$ cat src/sv/proper_divisor_sum_top_defines.svh
// assertion macros for the proper divisor sum block
`ifndef PROPER_DIVISOR_SUM_TOP_DEFINES_SVH
`define PROPER_DIVISOR_SUM_TOP_DEFINES_SVH
`ifndef ASSERT_OFF
// checked outside reset
`define PDS_ASSERT(lbl, prop, msg) \
   lbl: assert property (@(posedge clock) disable iff (reset) (prop)) else $error(msg);
// checked on every edge including reset
`define PDS_ASSERT_RST(lbl, prop, msg) \
   lbl: assert property (@(posedge clock) (prop)) else $error(msg);
`else
`define PDS_ASSERT(lbl, prop, msg)
`define PDS_ASSERT_RST(lbl, prop, msg)
`endif
`endif

$ cat src/sv/pds_pkg.sv
// shared widths, limits, opcodes and control types for the proper divisor sum block
package pds_pkg;
   localparam int NUM_W  = 54;
   localparam int SUM_W  = 57;
   localparam int CAND_W = 28;
   localparam int SQ_W   = 56;
   localparam int CNT_W  = $clog2(SUM_W);

   // largest trial candidate
   localparam logic [31:0] TRIAL_LIMIT = 32'd134217728;

   // serial unit operations
   localparam logic OP_DIV = 1'b0;
   localparam logic OP_MUL = 1'b1;

   typedef struct packed {
      logic start;
      logic op;
   } alu_cmd_type;

   typedef struct packed {
      logic busy;
      logic done;
   } alu_sts_type;
endpackage

$ cat src/sv/pds_alu.sv
// bit-serial divide and multiply unit sharing one adder
module pds_alu import pds_pkg::*; (
   input  logic              clock,
   input  logic              reset,
   input  alu_cmd_type       cmd,
   input  logic [SUM_W-1:0]  opa,
   input  logic [SUM_W-1:0]  opb,
   output alu_sts_type       sts,
   output logic [SUM_W-1:0]  quot,
   output logic [SUM_W-1:0]  rslt
);
   logic              busy_ff, busy_in;
   logic              done_ff, done_in;
   logic              op_ff, op_in;
   logic [CNT_W-1:0]  cnt_ff, cnt_in;
   logic [SUM_W:0]    acc_ff, acc_in;
   logic [SUM_W-1:0]  shreg_ff, shreg_in;
   logic [SUM_W-1:0]  opnd_ff, opnd_in;

   logic [SUM_W:0]    trial;
   logic [SUM_W+1:0]  base;
   logic [SUM_W+1:0]  addend;
   logic [SUM_W+1:0]  sum;
   logic              qbit;

   // one shared adder: subtract for divide, add for multiply
   always_comb begin
      trial  = {acc_ff[SUM_W-1:0], shreg_ff[SUM_W-1]};
      if (op_ff == OP_DIV) begin
         base   = {1'b0, trial};
         addend = ~{2'b00, opnd_ff};
      end else begin
         base   = {2'b00, acc_ff[SUM_W-2:0], 1'b0};
         addend = {2'b00, opnd_ff};
      end
      sum  = base + addend + (SUM_W+2)'(op_ff == OP_DIV);
      qbit = ~sum[SUM_W+1];
   end

   // sequencing of one operation, one bit per cycle
   always_comb begin
      busy_in  = busy_ff;
      done_in  = 1'b0;
      op_in    = op_ff;
      cnt_in   = cnt_ff;
      acc_in   = acc_ff;
      shreg_in = shreg_ff;
      opnd_in  = opnd_ff;
      if (cmd.start && !busy_ff) begin
         busy_in = 1'b1;
         op_in   = cmd.op;
         cnt_in  = CNT_W'(SUM_W - 1);
         acc_in  = '0;
         if (cmd.op == OP_DIV) begin
            shreg_in = opa;
            opnd_in  = opb;
         end else begin
            shreg_in = opb;
            opnd_in  = opa;
         end
      end else if (busy_ff) begin
         if (op_ff == OP_DIV) begin
            acc_in   = qbit ? sum[SUM_W:0] : trial;
            shreg_in = {shreg_ff[SUM_W-2:0], qbit};
         end else begin
            acc_in   = shreg_ff[SUM_W-1] ? {1'b0, sum[SUM_W-1:0]}
                                         : {1'b0, base[SUM_W-1:0]};
            shreg_in = {shreg_ff[SUM_W-2:0], 1'b0};
         end
         cnt_in = cnt_ff - CNT_W'(1);
         if (cnt_ff == '0) begin
            busy_in = 1'b0;
            done_in = 1'b1;
         end
      end
   end

   // registers
   always_ff @(posedge clock) begin
      if (reset) begin
         busy_ff <= 1'b0;
         done_ff <= 1'b0;
         op_ff   <= OP_DIV;
      end else begin
         busy_ff <= busy_in;
         done_ff <= done_in;
         op_ff   <= op_in;
      end
      cnt_ff   <= cnt_in;
      acc_ff   <= acc_in;
      shreg_ff <= shreg_in;
      opnd_ff  <= opnd_in;
   end

   assign sts.busy = busy_ff;
   assign sts.done = done_ff;
   assign quot     = shreg_ff;
   assign rslt     = acc_ff[SUM_W-1:0];
endmodule

$ cat src/sv/proper_divisor_sum_top.sv
// proper divisor sum by trial division over a shared bit-serial unit
//
//   channel    ports                         transfer
//   request    start, busy, req_number       start high while busy low
//   response   rsp_valid, rsp_divisor_sum    one-cycle strobe, cannot stall
//
// each candidate tested costs one serial division plus sequencing; each power of
// a prime factor adds a multiply and one more division, and each prime one more
// multiply. a zero number answers in the cycle after transfer. busy is high
// from the transaction of a nonzero number until the result strobe; synchronous
// reset returns the sequencer to idle with no result pending.
module proper_divisor_sum_top import pds_pkg::*; (
   input  logic              clock,
   input  logic              reset,
   input  logic              start,
   output logic              busy,
   input  logic [NUM_W-1:0]  req_number,
   output logic              rsp_valid,
   output logic [SUM_W-1:0]  rsp_divisor_sum
);
`include "proper_divisor_sum_top_defines.svh"

   localparam logic [2:0] ST_IDLE    = 3'd0;
   localparam logic [2:0] ST_CHECK   = 3'd1;
   localparam logic [2:0] ST_DIV     = 3'd2;
   localparam logic [2:0] ST_MULPP   = 3'd3;
   localparam logic [2:0] ST_MULSIG  = 3'd4;
   localparam logic [2:0] ST_MULLAST = 3'd5;

   logic [2:0]        state_ff, state_in;
   logic [NUM_W-1:0]  orig_ff, orig_in;
   logic [NUM_W-1:0]  rem_ff, rem_in;
   logic [SUM_W-1:0]  sigma_ff, sigma_in;
   logic [CAND_W-1:0] cand_ff, cand_in;
   logic [SQ_W-1:0]   sq_ff, sq_in;
   logic [SUM_W-1:0]  pp_ff, pp_in;
   logic [SUM_W-1:0]  psum_ff, psum_in;
   logic              hit_ff, hit_in;
   logic              rsp_valid_ff, rsp_valid_in;
   logic [SUM_W-1:0]  rsp_sum_ff, rsp_sum_in;

   alu_cmd_type       alu_cmd;
   alu_sts_type       alu_sts;
   logic [SUM_W-1:0]  alu_opa, alu_opb;
   logic [SUM_W-1:0]  alu_quot, alu_rslt;
   logic [CAND_W-1:0] cand_next;
   logic [SQ_W-1:0]   sq_next;

   pds_alu u_alu (
      .clock (clock),
      .reset (reset),
      .cmd   (alu_cmd),
      .opa   (alu_opa),
      .opb   (alu_opb),
      .sts   (alu_sts),
      .quot  (alu_quot),
      .rslt  (alu_rslt)
   );

   // next candidate and its square: 2 then odd numbers
   always_comb begin
      if (cand_ff == CAND_W'(2)) begin
         cand_next = CAND_W'(3);
         sq_next   = SQ_W'(9);
      end else begin
         cand_next = cand_ff + CAND_W'(2);
         sq_next   = sq_ff + SQ_W'({cand_ff, 2'b00}) + SQ_W'(4);
      end
   end

   // sequencer
   always_comb begin
      state_in     = state_ff;
      orig_in      = orig_ff;
      rem_in       = rem_ff;
      sigma_in     = sigma_ff;
      cand_in      = cand_ff;
      sq_in        = sq_ff;
      pp_in        = pp_ff;
      psum_in      = psum_ff;
      hit_in       = hit_ff;
      rsp_valid_in = 1'b0;
      rsp_sum_in   = rsp_sum_ff;
      alu_cmd      = '{start: 1'b0, op: OP_DIV};
      alu_opa      = SUM_W'(rem_ff);
      alu_opb      = SUM_W'(cand_ff);
      case (state_ff)
         ST_IDLE: begin
            if (start) begin
               orig_in  = req_number;
               rem_in   = req_number;
               sigma_in = SUM_W'(1);
               cand_in  = CAND_W'(2);
               sq_in    = SQ_W'(4);
               if (req_number == '0) begin
                  rsp_valid_in = 1'b1;
                  rsp_sum_in   = '0;
               end else begin
                  state_in = ST_CHECK;
               end
            end
         end
         ST_CHECK: begin
            if (32'(cand_ff) > TRIAL_LIMIT || sq_ff > SQ_W'(rem_ff)) begin
               if (rem_ff > NUM_W'(1)) begin
                  alu_cmd  = '{start: 1'b1, op: OP_MUL};
                  alu_opa  = sigma_ff;
                  alu_opb  = SUM_W'(rem_ff) + SUM_W'(1);
                  state_in = ST_MULLAST;
               end else begin
                  rsp_valid_in = 1'b1;
                  rsp_sum_in   = sigma_ff - SUM_W'(orig_ff);
                  state_in     = ST_IDLE;
               end
            end else begin
               alu_cmd  = '{start: 1'b1, op: OP_DIV};
               hit_in   = 1'b0;
               state_in = ST_DIV;
            end
         end
         ST_DIV: begin
            if (alu_sts.done) begin
               if (alu_rslt == '0) begin
                  // candidate divides: strip it and grow the power
                  rem_in  = alu_quot[NUM_W-1:0];
                  hit_in  = 1'b1;
                  alu_cmd = '{start: 1'b1, op: OP_MUL};
                  alu_opa = hit_ff ? pp_ff : SUM_W'(1);
                  alu_opb = SUM_W'(cand_ff);
                  if (!hit_ff) begin
                     psum_in = SUM_W'(1);
                  end
                  state_in = ST_MULPP;
               end else if (hit_ff) begin
                  alu_cmd  = '{start: 1'b1, op: OP_MUL};
                  alu_opa  = sigma_ff;
                  alu_opb  = psum_ff;
                  state_in = ST_MULSIG;
               end else begin
                  cand_in  = cand_next;
                  sq_in    = sq_next;
                  state_in = ST_CHECK;
               end
            end
         end
         ST_MULPP: begin
            if (alu_sts.done) begin
               pp_in    = alu_rslt;
               psum_in  = psum_ff + alu_rslt;
               alu_cmd  = '{start: 1'b1, op: OP_DIV};
               state_in = ST_DIV;
            end
         end
         ST_MULSIG: begin
            if (alu_sts.done) begin
               sigma_in = alu_rslt;
               cand_in  = cand_next;
               sq_in    = sq_next;
               state_in = ST_CHECK;
            end
         end
         ST_MULLAST: begin
            if (alu_sts.done) begin
               sigma_in     = alu_rslt;
               rsp_valid_in = 1'b1;
               rsp_sum_in   = alu_rslt - SUM_W'(orig_ff);
               state_in     = ST_IDLE;
            end
         end
         default: begin
            state_in = ST_IDLE;
         end
      endcase
   end

   // registers
   always_ff @(posedge clock) begin
      if (reset) begin
         state_ff     <= ST_IDLE;
         hit_ff       <= 1'b0;
         rsp_valid_ff <= 1'b0;
      end else begin
         state_ff     <= state_in;
         hit_ff       <= hit_in;
         rsp_valid_ff <= rsp_valid_in;
      end
      orig_ff    <= orig_in;
      rem_ff     <= rem_in;
      sigma_ff   <= sigma_in;
      cand_ff    <= cand_in;
      sq_ff      <= sq_in;
      pp_ff      <= pp_in;
      psum_ff    <= psum_in;
      rsp_sum_ff <= rsp_sum_in;
   end

   assign busy            = (state_ff != ST_IDLE);
   assign rsp_valid       = rsp_valid_ff;
   assign rsp_divisor_sum = rsp_sum_ff;

   // checks
   `PDS_ASSERT(a_alu_free, alu_cmd.start |-> !alu_sts.busy, "serial unit started while busy")
   `PDS_ASSERT(a_sq_track, (state_ff == ST_CHECK) |-> (sq_ff == SQ_W'(cand_ff) * SQ_W'(cand_ff)), "square out of step with candidate")
   `PDS_ASSERT(a_div_cand, (state_ff == ST_DIV) |-> (cand_ff >= CAND_W'(2)), "division by a candidate below two")
   `PDS_ASSERT(a_done_wait, alu_sts.done |-> (state_ff == ST_DIV || state_ff == ST_MULPP || state_ff == ST_MULSIG || state_ff == ST_MULLAST), "serial unit finished with no waiter")
   `PDS_ASSERT_RST(a_reset_idle, reset |=> (!busy && !rsp_valid), "not idle after reset")
endmodule
$ cat config.mk
export PLATFORM = sky130hd
export DESIGN_NAME = proper_divisor_sum_top
export DESIGN_NICKNAME = d
export VERILOG_FILES = /design/src/sv/pds_pkg.sv /design/src/sv/pds_alu.sv /design/src/sv/proper_divisor_sum_top.sv
export VERILOG_INCLUDE_DIRS = /design/src /design/src/sv
export SDC_FILE = /design/constraint.sdc
export NUM_CORES = 2
export LEC_CHECK = 0
export BUFFER_PORTS_ARGS = -buffer_cell sky130_fd_sc_hd__buf_2
export CORE_UTILIZATION = 66
export CTS_BUF_LIST = sky130_fd_sc_hd__clkbuf_8
export DETAILED_ROUTE_END_ITERATION = 10
export PLACE_DENSITY = 0.84
export RECOVER_POWER = 25
export SLEW_MARGIN = 0
export SYNTH_ARGS = -nofsm -noshare
export SYNTH_HDL_FRONTEND = slang
export SYNTH_SLANG_ARGS = --single-unit
$ cat constraint.sdc
create_clock -name clock -period 15.4 [get_ports clock]
set_input_delay 0 -clock clock [delete_from_list [all_inputs] [get_ports clock]]
set_output_delay 0 -clock clock [all_outputs]
set_load 0.005 [all_outputs]
* Word level (Yosys, flattened, before mapping)
Index checks and enable logic that the tools add are counted.
** Word-level totals
- Bits in registers :: 605
- Input bits :: 57
- Output and inout port bits :: 59
- Word-level logic and storage cells :: 168
** Cells by class
- Add/sub/neg operators :: 10
- Order comparisons :: 3
- Equal/unequal tests :: 20
- Mux-type cells :: 87
- Bitwise logic cells :: 4
- Reduce and logical (&&, ||, !) cells :: 26
** Operators with widths (count)
- 2-to-1 mux 57 bit :: 27
- one-hot mux 57 bit (2 select lines) :: 4
- 2-to-1 mux 56 bit :: 6
- one-hot mux 57 bit (3 select lines) :: 1
- 2-to-1 mux 28 bit :: 6
- one-hot mux 56 bit (3 select lines) :: 1
- 2-to-1 mux 54 bit :: 3
- subtractor 57 x 54 -> 57 bit :: 2
- 2-to-1 mux 55 bit :: 2
- one-hot mux 54 bit (2 select lines) :: 1
- one-hot mux 28 bit (3 select lines) :: 1
- adder 58 x 59 -> 59 bit :: 1
- adder 59 x 1 -> 59 bit :: 1
- 2-to-1 mux 59 bit :: 1
- NOT 57 -> 59 bit :: 1
- 2-to-1 mux 58 bit :: 1
- adder 57 bit :: 1
- zero test 57 bit :: 1
- adder 56 x 3 -> 56 bit, second input constant :: 1
- adder 56 x 30 -> 56 bit :: 1
- > comparator 56 x 54 -> 1 bit :: 1
- adder 54 x 1 -> 55 bit, second input constant :: 1
- > comparator 54 x 1 -> 1 bit, second input constant :: 1
- zero test 54 bit :: 1
- other kinds (31) :: 83

* Logic depth before layout (Yosys ltp)
- Depth in word-level cells :: 8
- Mapped depth :: 23
- Mapped depth without buffers :: 19

* By module
From an unflattened synthesis, not the netlist that was laid out.
** Unflattened totals
- Cells, all modules :: 4354
- Area, all modules :: 42338.1 µm²
** By module, submodules not included
- proper_divisor_sum_top :: instances 1, cells each 3116, area an instance 30614.4 µm², seq. area each 12682.2 µm²
- pds_alu :: instances 1, cells each 1238, area an instance 11723.7 µm², seq. area each 4744.6 µm²

* Least setup slack after synthesis
No wires, ideal clock.
- Kind :: register to register
- Start :: reg rem_ff[3]
- End :: reg rsp_valid_ff (netlist: rsp_valid)
- Setup time :: 112 ps
- Data arrival time :: 11864 ps
- Required time :: 15288 ps
- Slack :: 3424 ps
- Stages on the path, launching flop included :: 13
- Buffers on the path :: 1
- Period minus slack after synthesis :: 11976 ps
- Cells stage by stage :: edfxtp_1 > clkbuf_1 > inv_1 > ha_1 > nor4bb_1 > o211ai_1 > a31o_2 > a31oi_1 > nor2_1 > o21bai_1 > a21oi_1 > a2111oi_0 > and3_1
** On the way
- Longest elaborated chain between the ends :: 4
- Elaborated cells on any way between the ends :: 6
- Those cells by class :: order compare: 2; mux: 3; reduce/logical: 1
** Ends and longest elaborated chain
- start: declaration :: line proper_divisor_sum_top.sv:32 : logic [NUM_W-1:0] rem_ff, rem_in;
- start signal: assignment :: line proper_divisor_sum_top.sv:188 : rem_ff <= rem_in;
- > comparator 54 x 1 -> 1 bit or > comparator 56 x 54 -> 1 bit (tied branches) :: line proper_divisor_sum_top.sv:105, proper_divisor_sum_top.sv:104
- 2-to-1 mux 1 bit or logical OR 1 bit (tied branches) :: line proper_divisor_sum_top.sv:105, proper_divisor_sum_top.sv:104
- 2-to-1 mux 1 bit (*) :: line proper_divisor_sum_top.sv:104 : if (32'(cand_ff) > TRIAL_LIMIT || sq_ff > SQ_W'(rem_ff)) begin
- one-hot mux 1 bit (3 select lines) (*) :: line proper_divisor_sum_top.sv:87 : case (state_ff)
- end signal: assignment :: line proper_divisor_sum_top.sv:185 : rsp_valid_ff <= rsp_valid_in;
- end: declaration :: line proper_divisor_sum_top.sv:39 : logic rsp_valid_ff, rsp_valid_in;
Every way passes the cells marked *; elsewhere a longest branch is shown, timed or not.
A chain may end at the register's enable or synchronous reset.

* Worst setup path in the final report
- Start :: reg state_ff[0]
- End :: reg rsp_sum_ff[55] (netlist: rsp_divisor_sum[55]) (data pin)
** On the way
- Longest elaborated chain between the ends :: 2
- Elaborated cells on any way between the ends :: 4
- Those cells by class :: eq/ne: 2; mux: 1; reduce/logical: 1
** Ends and longest elaborated chain
- start: declaration :: line proper_divisor_sum_top.sv:30 : logic [2:0] state_ff, state_in;
- start signal: assignment :: line proper_divisor_sum_top.sv:183 : state_ff <= state_in;
- equality test 3 bit (tied with other cells) :: line proper_divisor_sum_top.sv:87
- one-hot mux 57 bit (3 select lines) (*) :: line proper_divisor_sum_top.sv:87
- end signal: assignment :: line proper_divisor_sum_top.sv:194 : rsp_sum_ff <= rsp_sum_in;
- end: declaration :: line proper_divisor_sum_top.sv:40 : logic [SUM_W-1:0] rsp_sum_ff, rsp_sum_in;
Marks and branches as above.

==> metrics.md <==
| Metric | Value |
|---|---|
| Capture point of the worst reg-to-reg path | rsp_divisor_sum[55] |
| Latest clock arrival within the worst-skew pair | 0.75 ns |
| Delay-heaviest family, CP | simple AND/OR/NAND/NOR gates |
| TritonCTS clock tree | yes |
| DRT antenna net count | 0 |
| Classification of the worst-slack hold path | primary input to register |
| Maximum clock path buffer count | 3 |
| Highest clock rate | 157 MHz |
| Static leakage | 0.0169 uW |
| Commonest cells after routing, fill and taps aside | 533 x sky130_fd_sc_hd__edfxtp_1, 417 x sky130_fd_sc_hd__nor2_1, 373 x sky130_fd_sc_hd__nand2_1, 359 x sky130_fd_sc_hd__a21oi_1, 282 x sky130_fd_sc_hd__ha_1 |
| All-Layer GR Usage | 42.2% |
| Vias in the first global route | 33,600 |
| Clock sink count | 604 |
| Clock slew at reported path FFs | 0.07 ns |
| Worst Path Max Fanout | 57 |
| Average via count per standard cell | 6.89 |
| Hold path cells | 2 |
| Worst IR Drop VDD | 127 uV |
| Minimum setup slack among reg-to-reg paths | 9.02 ns |
| Number of endpoints failing setup at the final stage | 0 |
| Die outline area | 63,000 um2 |
| Buffers inserted during post-CTS setup optimization | 0 |
| Total negative setup slack | 0 ns |
| Num rows | 90 |
| Antenna violations before repair | 18 |
| Cells after Synth | 4,265 |
| Initial standard-cell utilization of the core | 67.3% |
| Relative contribution of combinational cells to total power | 52.4% |
| Final count of pins violating max slew | 196 |
| Pin count of the biggest net entering global routing | 93 |
| Delay contributed by the slowest stage of the critical path | 0.99 ns |
| Final hold violation count | 0 |
| Arrival time of data at the critical path endpoint | 6.84 ns |
| Post-layout nets | 4,723 |
| Clock share of power | 15.4% |
| Most common library cell in the layout ignoring fill and taps | sky130_fd_sc_hd__edfxtp_1 |
| Final Hold Slack | 0.167 ns |
| Flop pwr share | 32.1% |
| Status | complete, but fails checks |
| First-pass DRT Iterations | 8 |
| Via total after detailed routing | 36,300 |
| Tightest Pin Transition | 3.64 ns |
| Internal power component | 4830 uW |
| Cell at the slowest stage of the critical path | sky130_fd_sc_hd__nor2_1 |
| Required time of the critical path | 15.86 ns |
| Net switching power figure | 4180 uW |
| Number of buffers created by CTS | 101 |
| RR Startpoint | state_ff[0] |
| Worst setup slack after placement | 9.18 ns |
| Worst setup path category | register to register |
| Count of distinct cell types in the synthesized netlist | 93 |
| Worst Slack Setup Final | 9.02 ns |
| Critical path depth | 16 |
| CTS Hold Bufs | 56 |
| Switch share | 46.4% |
| Most frequently used flop master after synthesis | sky130_fd_sc_hd__edfxtp_1 |
| H-Tree Depth | 3 |
| Maximum clock skew at final layout | 0.0535 ns |
| Number of design rule violations left after detail routing | 0 |
| Yosys warning count | 0 |
| Kind of end point of the critical path | register |
| Die height | 251 um |
| Number of port buffers | 115 |
| Ports placed on the boundary | 116 |
| Layout area overhead | 8.57% |
| Cell-by-cell listing of the critical path | inv_1, nor2_1, nand2_2, buf_4, mux2_2, ha_1, nand4_1, nor4_1, nand2_1, a2111oi_0, a211oi_1, o21a_1, o311ai_1, a21oi_1, o21ai_1, mux2i_1 |
| Cell at the root of the clock tree | sky130_fd_sc_hd__clkbuf_8 |
| Min-delay src | req_number[47] |
| Share of async-settable or async-resettable flops after synthesis | 0% |
| Drt initial violations | 5,344 |
| Post-cts repair resize count | 0 |
| Max-cap violation count | 5 |
| Power per cell area | 203 nW/um2 |
| Syn_area_per_cell | 9.60 um2 |
| Slew HR | -143% |
| Worst-case reg-to-reg path depth | 16 |
| Violations in the final reports | capacitance limit, slew limit |
| Core utilization of the finished layout | 73.1% |
| Overflow left after global routing | 0 |
| Buf+Inv Stages, Crit Path | 2 |
| Overall power | 9010 uW |
| Time the worst path needs with I/O delays and setup | 6.38 ns |
| Layout cell share with drive strength beyond 1 | 9.12% |
| Placeable core region | 60,800 um2 |
| HPWL reported at the end of detailed placement | 98.9 mm |
| Number of synthesized register bits | 604 |
| Nature of the critical path startpoint | register |
| Last weighted congestion value of the routability-driven placer | 1.01 |
| Number of enable flip-flop cells after synthesis | 533 |
| Hold-critical path endpoint | orig_ff[47] |
| Sum of routed wire length over all layers | 135 mm |
| Fraction of the yosys area taken by sequential cells | 42.6% |
| Syn Nets | 4,608 |
| Global-route wire length before repair | 201 mm |
| Floorplan die width | 251 um |
| Netlist Area Pre-Place | 41,000 um2 |
| Final routed wire length divided by cell count | 25.7 um |
| Final Cycle Share | 41.4% |
| Unrepaired setup endpoints after global routing | false |
==> worst register-to-register path, stage by stage, from the launching register on <==
cell                        delay, ns
sky130_fd_sc_hd__dfxtp_1         0.66
sky130_fd_sc_hd__inv_1           0.24
sky130_fd_sc_hd__nor2_1          0.99
sky130_fd_sc_hd__nand2_2         0.13
sky130_fd_sc_hd__buf_4           0.41
sky130_fd_sc_hd__mux2_2          0.41
sky130_fd_sc_hd__ha_1            0.45
sky130_fd_sc_hd__nand4_1         0.17
sky130_fd_sc_hd__nor4_1          0.52
sky130_fd_sc_hd__nand2_1         0.17
sky130_fd_sc_hd__a2111oi_0       0.67
sky130_fd_sc_hd__a211oi_1        0.24
sky130_fd_sc_hd__o21a_1          0.30
sky130_fd_sc_hd__o311ai_1        0.31
sky130_fd_sc_hd__a21oi_1         0.16
sky130_fd_sc_hd__o21ai_1         0.19
sky130_fd_sc_hd__mux2i_1         0.09
==> layer usage <==
metal / up-vias / share of wire, % / GRT usage [%] / wire length, um
li1: 16100 / - / - / -
met1: 17000 / 39 / 59.7 / 52500
met2: 2716 / 40 / 59.7 / 54700
met3: 482 / 15 / 12.6 / 20600
met4: 18 / 5.2 / 18.7 / 7040
met5: - / 0.15 / 0 / 200
==> flip-flops by register name (all words and copies together) (netlist names), 3 cells and up <==
name / cells
pp_ff: 57
psum_ff: 57
rsp_divisor_sum: 57
sigma_ff: 57
u_alu.acc_ff: 57
u_alu.opnd_ff: 57
u_alu.quot: 57
sq_ff: 55
orig_ff: 54
rem_ff: 54
cand_ff: 28
u_alu.cnt_ff: 6
state_ff: 3
==> cells by family after synthesis <==
group,share of synthesized area [%]
AND/OR/NAND/NOR,16.5
AO/OA/AOI/OAI,17.0
flip-flops,42.6
buffers and inverters,3.79
XOR/XNOR,6.65
adder cells (fa/ha/maj),8.81
multiplexers,4.67
==> layout make-up <==
cell class              instances  area, um2
repair buffers                226       1350
multi-input cells            3267      22100
diodes                         15       37.5
well taps                     782        978
fillers                      4515      16300
flip-flops and latches        604      17400
clock buffers                 109       1500
clock inverters                76        388
inverters                     180        681
==> power groups by stage <==
stage	Combinational (uW)	Sequential (uW)	Clock [uW]
after floorplan	3400	2700	0
after global placement	4490	2860	0
after detailed placement	4560	2880	0
after CTS	4600	2850	1380
after global routing	5110	2920	1450
final	4720	2890	1390
==> stage by stage <==
step                      cells  area, um2
after detailed placement   5003      42200
after global routing       5245      44400
after CTS                  5244      44600
final                      5259      44500
after floorplan            4265      41000
after global placement     5003      42200
==> cell usage after synthesis (all sizes together), types with 67 or more instances <==
cell    number  area share [%]
a21o        83             1.5
nor3        98             1.2
xnor2      206             4.4
dfxtp       71             3.5
mux2       153             4.2
nor2       423             3.9
ha         282             8.6
and2        74             1.1
nand4       67             1.0
nand3      128             1.6
edfxtp     533              39
a21oi      361             4.4
o21ai      196             2.4
inv        180             1.7
nand2      377             3.5
xor2       105             2.2
nor4        69             1.1
clkbuf     161             1.5
==> worst max path at each step <==
stage | from | endpoint
3_5_place_dp | state_ff[0] | rsp_divisor_sum[40]
6_report | state_ff[0] | rsp_divisor_sum[55]
5_1_grt | state_ff[0] | rsp_divisor_sum[55]
3_3_place_gp | u_alu.op_ff | u_alu.acc_ff[56]
4_1_cts | state_ff[0] | rsp_divisor_sum[40]
2_1_floorplan | rem_ff[3] | rsp_valid
Note: power is estimated with default switching activity, not from simulation.
